**src/rtl/cdsu_pkg.sv**
```systemverilog
`default_nettype none

package cdsu_pkg;

   // descriptor type codes
   localparam logic [7:0] DESC_TYPE_INTF = 8'd4;
   localparam logic [7:0] DESC_TYPE_ENDP = 8'd5;

   // byte offsets inside one descriptor
   localparam logic [7:0] OFS_TYPE     = 8'd1;
   localparam logic [7:0] OFS_NUM      = 8'd2;
   localparam logic [7:0] OFS_ATTR     = 8'd3;
   localparam logic [7:0] OFS_PKT_LO   = 8'd4;
   localparam logic [7:0] OFS_PKT_HI   = 8'd5;
   localparam logic [7:0] OFS_INTERVAL = 8'd6;

   // shortest legal descriptor length
   localparam logic [7:0] MIN_DESC_LEN = 8'd2;

   // transfer type code for bulk
   localparam logic [1:0] XFER_BULK = 2'd2;

   // result kinds
   localparam logic KIND_ENDP    = 1'b0;
   localparam logic KIND_SUMMARY = 1'b1;

   // result fields, endp_num in the lowest bits
   typedef struct packed {
      logic       malformed;
      logic [4:0] endp_count;
      logic [8:0] intf_count;
      logic       int_bank;
      logic [7:0] poll_interval;
      logic [7:0] max_pkt_units;
      logic [15:0] max_packet;
      logic [1:0] xfer_type;
      logic       is_tx;
      logic [3:0] endp_num;
   } fields_type;

   typedef struct packed {
      logic       kind;
      logic       last;
      fields_type fields;
   } result_type;

   // what the scanner hands to the result queue for one transfer
   typedef struct packed {
      logic       rec_valid;
      logic       sum_valid;
      result_type rec;
      result_type sum;
   } scan_out_type;

endpackage

`default_nettype wire

```
**src/rtl/cdsu_parse.sv**
```systemverilog
`default_nettype none

module cdsu_parse
   import cdsu_pkg::*;
(
   input  wire logic         clock,
   input  wire logic         reset,
   input  wire logic         fire,
   input  wire logic [7:0]   data_byte,
   input  wire logic         last_byte,
   input  wire logic         host_role,
   output scan_out_type      scan_out
);

   logic [7:0]  off_ff, off_in;
   logic [7:0]  len_ff, len_in;
   logic [7:0]  type_ff, type_in;
   logic [7:0]  addr_ff, addr_in;
   logic [7:0]  attr_ff, attr_in;
   logic [15:0] psize_ff, psize_in;
   logic [7:0]  max_intf_ff, max_intf_in;
   logic [3:0]  max_endp_ff, max_endp_in;
   logic        bad_ff, bad_in;

   logic [8:0]  off_plus;
   logic [7:0]  n_max_intf;
   logic [3:0]  n_max_endp;
   logic        n_bad;

   // walk the descriptor chain and build the results for this byte
   always_comb begin
      off_in      = off_ff;
      len_in      = len_ff;
      type_in     = type_ff;
      addr_in     = addr_ff;
      attr_in     = attr_ff;
      psize_in    = psize_ff;
      n_max_intf  = max_intf_ff;
      n_max_endp  = max_endp_ff;
      n_bad       = bad_ff;
      off_plus    = {1'b0, off_ff} + 9'd1;
      scan_out    = '0;

      if (!bad_ff) begin
         if (off_ff == '0) begin
            len_in = data_byte;
            if (data_byte < MIN_DESC_LEN) begin
               n_bad = 1'b1;
            end else begin
               off_in = OFS_TYPE;
            end
         end else begin
            if (off_ff == OFS_TYPE) begin
               type_in = data_byte;
            end else if (type_ff == DESC_TYPE_INTF && off_ff == OFS_NUM) begin
               if (data_byte > max_intf_ff) begin
                  n_max_intf = data_byte;
               end
            end else if (type_ff == DESC_TYPE_ENDP) begin
               case (off_ff)
                  OFS_NUM: begin
                     addr_in = data_byte;
                     if (data_byte[3:0] > max_endp_ff) begin
                        n_max_endp = data_byte[3:0];
                     end
                  end
                  OFS_ATTR: begin
                     attr_in = data_byte;
                  end
                  OFS_PKT_LO: begin
                     psize_in = {8'h00, data_byte};
                  end
                  OFS_PKT_HI: begin
                     psize_in = {data_byte, psize_ff[7:0]};
                  end
                  OFS_INTERVAL: begin
                     scan_out.rec_valid                   = 1'b1;
                     scan_out.rec.kind                    = KIND_ENDP;
                     scan_out.rec.last                    = !last_byte;
                     scan_out.rec.fields.endp_num         = addr_ff[3:0];
                     scan_out.rec.fields.is_tx            = addr_ff[7] ^ host_role;
                     scan_out.rec.fields.xfer_type        = attr_ff[1:0];
                     scan_out.rec.fields.max_packet       = psize_ff;
                     scan_out.rec.fields.max_pkt_units    = psize_ff[10:3];
                     scan_out.rec.fields.poll_interval    =
                        (host_role && attr_ff[1:0] != XFER_BULK) ? data_byte : 8'h00;
                     scan_out.rec.fields.int_bank         = addr_ff[3];
                  end
                  default: begin
                  end
               endcase
            end
            off_in = (off_plus >= {1'b0, len_ff}) ? '0 : off_plus[7:0];
         end
      end

      max_intf_in = n_max_intf;
      max_endp_in = n_max_endp;
      bad_in      = n_bad;

      // end of set: summary, then restart the scan
      if (last_byte) begin
         scan_out.sum_valid                = 1'b1;
         scan_out.sum.kind                 = KIND_SUMMARY;
         scan_out.sum.last                 = 1'b1;
         scan_out.sum.fields.intf_count    = {1'b0, n_max_intf} + 9'd1;
         scan_out.sum.fields.endp_count    = {1'b0, n_max_endp} + 5'd1;
         scan_out.sum.fields.malformed     = n_bad;
         off_in      = '0;
         len_in      = '0;
         type_in     = '0;
         addr_in     = '0;
         attr_in     = '0;
         psize_in    = '0;
         max_intf_in = '0;
         max_endp_in = 4'd1;
         bad_in      = 1'b0;
      end
   end

   // scan state, updated on each accepted transfer
   always_ff @(posedge clock) begin
      if (reset) begin
         off_ff      <= '0;
         len_ff      <= '0;
         type_ff     <= '0;
         addr_ff     <= '0;
         attr_ff     <= '0;
         psize_ff    <= '0;
         max_intf_ff <= '0;
         max_endp_ff <= 4'd1;
         bad_ff      <= 1'b0;
      end else if (fire) begin
         off_ff      <= off_in;
         len_ff      <= len_in;
         type_ff     <= type_in;
         addr_ff     <= addr_in;
         attr_ff     <= attr_in;
         psize_ff    <= psize_in;
         max_intf_ff <= max_intf_in;
         max_endp_ff <= max_endp_in;
         bad_ff      <= bad_in;
      end
   end

endmodule

`default_nettype wire

```
**src/rtl/usb_config_descriptor_scanner_unit.sv**
```systemverilog
// a result is written to the result queue when its byte is accepted and offered on the rsp side from there
// throughput: one byte per cycle; the byte at offset six of an endpoint descriptor adds a record,
// the last byte of a set adds a summary (both when they coincide), and req_tready
// drops while the four-entry result queue holds three or more results
// reset: synchronous, active high; clears scan state, queue and host_role
`default_nettype none

module usb_config_descriptor_scanner_unit
   import cdsu_pkg::*;
#(
   parameter int QUEUE_DEPTH = 4
)
(
   input  wire logic        clock,
   input  wire logic        reset,
   // input byte stream
   input  wire logic        req_tvalid,
   output logic             req_tready,
   input  wire logic [7:0]  req_tdata,   // [7:0] data_byte
   input  wire logic        req_tlast,   // last_byte
   // result stream
   output logic             rsp_tvalid,
   input  wire logic        rsp_tready,
   // [3:0] endp_num, [4] is_tx, [6:5] xfer_type, [22:7] max_packet,
   // [30:23] max_pkt_units, [38:31] poll_interval, [39] int_bank,
   // [48:40] intf_count, [53:49] endp_count, [54] malformed, [55] zero
   output logic [55:0]      rsp_tdata,
   output logic             rsp_tuser,   // kind
   output logic             rsp_tlast,   // last_result
   // host role register
   input  wire logic        csr_wr_en,
   input  wire logic        csr_wr_data
);

   localparam int PtrW = $clog2(QUEUE_DEPTH);
   localparam int CntW = $clog2(QUEUE_DEPTH + 1);

   logic              host_role_ff;
   logic              fire;
   scan_out_type      scan_out;

   result_type        queue_ff [QUEUE_DEPTH];
   logic [PtrW-1:0]   wr_ptr_ff, wr_ptr_in;
   logic [PtrW-1:0]   rd_ptr_ff, rd_ptr_in;
   logic [CntW-1:0]   count_ff, count_in;
   logic [CntW-1:0]   push_cnt;
   logic [CntW-1:0]   pop_cnt;
   logic [PtrW-1:0]   sum_ptr;
   logic              pop;
   result_type        head;

   // host role register
   always_ff @(posedge clock) begin
      if (reset) begin
         host_role_ff <= 1'b0;
      end else if (csr_wr_en) begin
         host_role_ff <= csr_wr_data;
      end
   end

   // room for two results is needed before a byte is taken
   assign req_tready = (count_ff <= CntW'(QUEUE_DEPTH - 2));
   assign fire       = req_tvalid && req_tready;

   cdsu_parse u_parse (
      .clock     (clock),
      .reset     (reset),
      .fire      (fire),
      .data_byte (req_tdata),
      .last_byte (req_tlast),
      .host_role (host_role_ff),
      .scan_out  (scan_out)
   );

   // queue pointer and fill bookkeeping
   always_comb begin
      pop      = rsp_tvalid && rsp_tready;
      push_cnt = fire ? (CntW'(scan_out.rec_valid) + CntW'(scan_out.sum_valid)) : '0;
      pop_cnt  = CntW'(pop);
      count_in = count_ff + push_cnt - pop_cnt;
      wr_ptr_in = wr_ptr_ff + push_cnt[PtrW-1:0];
      rd_ptr_in = rd_ptr_ff + PtrW'(pop);
      sum_ptr   = scan_out.rec_valid ? wr_ptr_ff + PtrW'(1) : wr_ptr_ff;
   end

   always_ff @(posedge clock) begin
      if (reset) begin
         wr_ptr_ff <= '0;
         rd_ptr_ff <= '0;
         count_ff  <= '0;
      end else begin
         wr_ptr_ff <= wr_ptr_in;
         rd_ptr_ff <= rd_ptr_in;
         count_ff  <= count_in;
      end
   end

   // result storage, record ahead of summary
   always_ff @(posedge clock) begin
      if (fire && scan_out.rec_valid) begin
         queue_ff[wr_ptr_ff] <= scan_out.rec;
      end
      if (fire && scan_out.sum_valid) begin
         queue_ff[sum_ptr] <= scan_out.sum;
      end
   end

   // result transfer from the queue head
   assign head       = queue_ff[rd_ptr_ff];
   assign rsp_tvalid = (count_ff != '0);
   assign rsp_tdata  = {1'b0, head.fields};
   assign rsp_tuser  = head.kind;
   assign rsp_tlast  = head.last;

`ifndef SYNTHESIS
   a_count_bound: assert property (@(posedge clock) disable iff (reset)
      count_ff <= CntW'(QUEUE_DEPTH))
      else $error("result queue overfilled");

   a_last_gives_result: assert property (@(posedge clock) disable iff (reset)
      (req_tvalid && req_tready && req_tlast) |=> rsp_tvalid)
      else $error("end of set produced no result");

   a_summary_is_last: assert property (@(posedge clock) disable iff (reset)
      (rsp_tvalid && rsp_tuser == KIND_SUMMARY) |-> rsp_tlast)
      else $error("summary not marked last");

   a_room_when_ready: assert property (@(posedge clock) disable iff (reset)
      req_tready |-> (count_ff + CntW'(2) <= CntW'(QUEUE_DEPTH)))
      else $error("input taken without room for two results");
`endif

endmodule

`default_nettype wire

```
**config.mk**
```make
export PLATFORM = sky130hd
export DESIGN_NAME = usb_config_descriptor_scanner_unit
export DESIGN_NICKNAME = d
export VERILOG_FILES = /design/src/rtl/cdsu_pkg.sv /design/src/rtl/cdsu_parse.sv /design/src/rtl/usb_config_descriptor_scanner_unit.sv
export SDC_FILE = /design/constraint.sdc
export NUM_CORES = 1
export LEC_CHECK = 0
export BUFFER_PORTS_ARGS = -buffer_cell sky130_fd_sc_hd__buf_2
export CORE_MARGIN = 4
export CORE_UTILIZATION = 50
export CTS_BUF_LIST = sky130_fd_sc_hd__clkbuf_8 sky130_fd_sc_hd__clkbuf_16
export CTS_CLUSTER_DIAMETER = 80
export DETAILED_ROUTE_END_ITERATION = 16
export PLACE_DENSITY = 0.71
export SKIP_LAST_GASP = 1
export SYNTH_ARGS = -nofsm -noshare
export SYNTH_HDL_FRONTEND = slang
export SYNTH_HIERARCHICAL = 1
export SYNTH_SLANG_ARGS = --single-unit
```
**constraint.sdc**
```tcl
create_clock -name clock -period 8.4 [get_ports clock]
set_clock_uncertainty 0.05 [all_clocks]
set_input_delay 0.84 -clock clock [delete_from_list [all_inputs] [get_ports clock]]
set_output_delay 0.84 -clock clock [all_outputs]
set_load 0.01 [all_outputs]
```
==> out/metrics.cfg <==
[outcome]
status=complete, no violations

[placed_design]
routabilityCongestion=0.862
dp_slack_ps=4050
portBuffers=73
dpl_cell_area_sq_um=16900
dp_hpwl_mm=21.7

[global_routing]
grt_max_degree=60
grt_util_all_layers_pct=19.9
grt_pass1_wl_mm=56.2
overflow=0
grt_pass1_vias=9782
antenna_found_initial=0

[finish]
final_cell_mix=228 x edfxtp_1, 135 x mux2_2, 90 x mux2_4
final_common_cell=edfxtp_1
fin_area_sq_um=17900
fin_nets=1274
drive_above_1_share_pct=34.8
syn_to_final_growth_pct=9.57
antenna_cells=0
fillerInstances=2635

[clock_tree]
h-tree-depth=2
cts_resized=0
cts_tree=built
cts_buffers=34
clk_latency_ps=510
cts.path.max_buffers=3
clkSlewWorstSetupHoldPaths_ps=60
clock-root-buffer=clkbuf_16
cts.sinks=296
hold_buffers=0
postCtsSetupBuffers=0

[yosys]
synth_top_cell_by_area=edfxtp_1
synth_top_family_by_area=multiplexers
synth.mux.area_fraction_pct=27.3
avgSynthCellArea_sq_um=13.9
synth-simple-area-share_pct=7.82
synth_edf_count=228
synthArstFlopShare_pct=0
ys_ff_latch=296
synthXorXnorAreaFrac_pct=1.18
synthAdderAreaFrac_pct=2.87
ys_top_cells_by_area=edfxtp_1 42%, mux2_2 9.3%, dfxtp_1 8.3%
syn_area_sq_um=16400
synth_warnings=6
yosysTopAreaCellShare_pct=41.8
synth_cell_type_count=64
synth_compound_area_share_pct=4.48
syn_inst=1176
ys_seq_area_share_pct=50.1
ys.flop_type=edfxtp_1

[detailed_routing]
ant_nets=0
via_count=9526
wl_per_cell_um=21.0
via_per_inst=5.64
drcViolationCount=0
drt_wl_total_mm=35.5
firstDrtPassIters=7
drt_iter0_markers=630

[die]
dieArea_sq_um=35700
die_x_um=189
rows=66
ios=75
core-area_sq_um=32500
initial_core_util_pct=50.5
die_h_um=189

[critical_path]
reg2regPathDepth=8
critPathMaxFanout=43
cp-start-kind=flop
r2r-start=u_parse/type_ff[3]$_SDFFE_PP0P_
reg2reg_slack_ps=4210
crit_type=reg2reg
rr_endpoint=queue_ff[1][56]$_DFFE_PP_
required_ps=8620
cp.arrival_ps=4400
end_kind=flop

[sta]
grt_setup_unrepaired=false
setup_ws_ps=4210
timing.final.hold_violations=0
report.final.slew_viol_count=0
period_needed_ps=4190
finalSetupTns_ps=0
max_freq_mhz=239
worstMarginPinSlew_ps=984
setup_viol=0
relSlewSlack_pct=34.3
finalCritPeriodShare_pct=49.8

[power]
leakage_uw=0.00708
ir_drop_uv=202
power.density_nw_per_um2=221

[run]
cap_viol_max_count=0

[hold_path]
holdPathEnd=u_parse/psize_ff[12]$_SDFFE_PP0P_
hp-start=u_parse/psize_ff[12]$_SDFFE_PP0P_
hp-class=reg2reg
holdPathStages=1

-- synth_stat cells, types with 3 or more instances --
| master | n |
|---|---|
| edfxtp_1 | 228 |
| mux2_2 | 135 |
| mux2_4 | 90 |
| buf_4 | 72 |
| dfxtp_1 | 68 |
| mux4_2 | 57 |
| nor2_1 | 49 |
| and2_1 | 37 |
| ha_1 | 36 |
| inv_1 | 34 |
| nand2_1 | 27 |
| mux2i_1 | 26 |
| clkbuf_1 | 25 |
| nand3_1 | 25 |
| o21ai_0 | 21 |
| nand2b_1 | 20 |
| nor2b_1 | 20 |
| buf_2 | 19 |
| a21oi_1 | 17 |
| xnor2_1 | 15 |
| a31oi_1 | 14 |
| a22o_1 | 13 |
| buf_6 | 12 |
| or3_1 | 11 |
| and3_1 | 9 |
| nor3_1 | 8 |
| nor4_1 | 8 |
| xor2_1 | 7 |
| a211oi_1 | 6 |
| buf_1 | 6 |
| mux2_1 | 5 |
| nand4_1 | 5 |
| a22oi_1 | 4 |
| and3b_1 | 3 |
| and4_1 | 3 |
| o2111ai_1 | 3 |
| o211ai_1 | 3 |
-- registers in the layout (all words and copies together) (netlist names) --
signal	flops
u_parse/addr_ff	5
u_parse/bad_ff	1
count_ff	3
u_parse/off_ff	8
queue_ff	228
u_parse/len_ff	8
rd_ptr_ff	2
wr_ptr_ff	2
u_parse/attr_ff	2
u_parse/psize_ff	16
u_parse/max_intf_ff	8
u_parse/max_endp_ff	4
u_parse/type_ff	8
host_role_ff	1
-- how the worst max path moves through the flow --
stage / startpoint / end
after floorplan: u_parse/off_ff[4]$_SDFFE_PP0P_ / queue_ff[1][0]$_DFFE_PP_
after global placement: req_tdata[0] / queue_ff[3][46]$_DFFE_PP_
after detailed placement: req_tvalid / u_parse/psize_ff[4]$_SDFFE_PP0P_
after CTS: u_parse/type_ff[3]$_SDFFE_PP0P_ / queue_ff[1][56]$_DFFE_PP_
after global routing: u_parse/type_ff[3]$_SDFFE_PP0P_ / queue_ff[1][56]$_DFFE_PP_
final: u_parse/type_ff[3]$_SDFFE_PP0P_ / queue_ff[1][56]$_DFFE_PP_
-- worst max-delay path, cell delays in order (launching register included) --
cell and delay, ps:
dfxtp_1 310, nor4_1 530, nand4_1 430, nor4_2 350
buf_4 260, nor3b_2 80, o2111ai_4 660, buf_4 780
mux2_2 410
-- per-layer routing --
| layer | part of all wire, % | wire, um | vias up | global-route usage, % |
|---|---|---|---|---|
| met3 | 4.6 | 1630 | 62 | 2.86 |
| met1 | 46 | 16200 | 4808 | 27.9 |
| met5 | 0 | 0 | - | 0 |
| li1 | - | - | 4424 | - |
| met4 | 2.7 | 977 | 0 | 6.05 |
| met2 | 47 | 16700 | 232 | 32.4 |
-- logic make-up after synthesis --
kind of cell    count (synthesis)
compound gates                103
fa+ha+maj                      37
xor+xnor                       22
other cells                     2
simple gates                  235
flops                         296
buf+inv                       168
mux                           313
-- final cells by class --
class / instances / area, sq um / area share, %
Timing Repair Buffer: 89 / 485 / 2.71
Multi-Input combinational cell: 767 / 7490 / 41.8
Tap cell: 442 / 553 / 3.08
Inverter: 34 / 128 / 0.711
Clock inverter: 25 / 183 / 1.02
Clock buffer: 36 / 890 / 4.96
Sequential cell: 296 / 8210 / 45.8
-- power breakdown --
part	total, uW	internal (uW)	switching (uW)	leakage, uW
registers	1700	1650	48.9	0.00283
clock network	1420	829	586	0.000556
logic	844	396	448	0.00369
-- metrics by stage --
stage | total power (uW) | cells | util [%] | hold WS (ps)
after floorplan | 2340 | 1231 | - | 391
after global placement | 2580 | 1628 | 52.0 | 403
after detailed placement | 2580 | 1628 | 52.0 | 413
after CTS | 4000 | 1689 | 55.3 | 425
after global routing | 4120 | 1689 | 55.3 | 433
final | 3960 | 1689 | 55.3 | 428
Note: power is estimated with default switching activity, not from simulation.
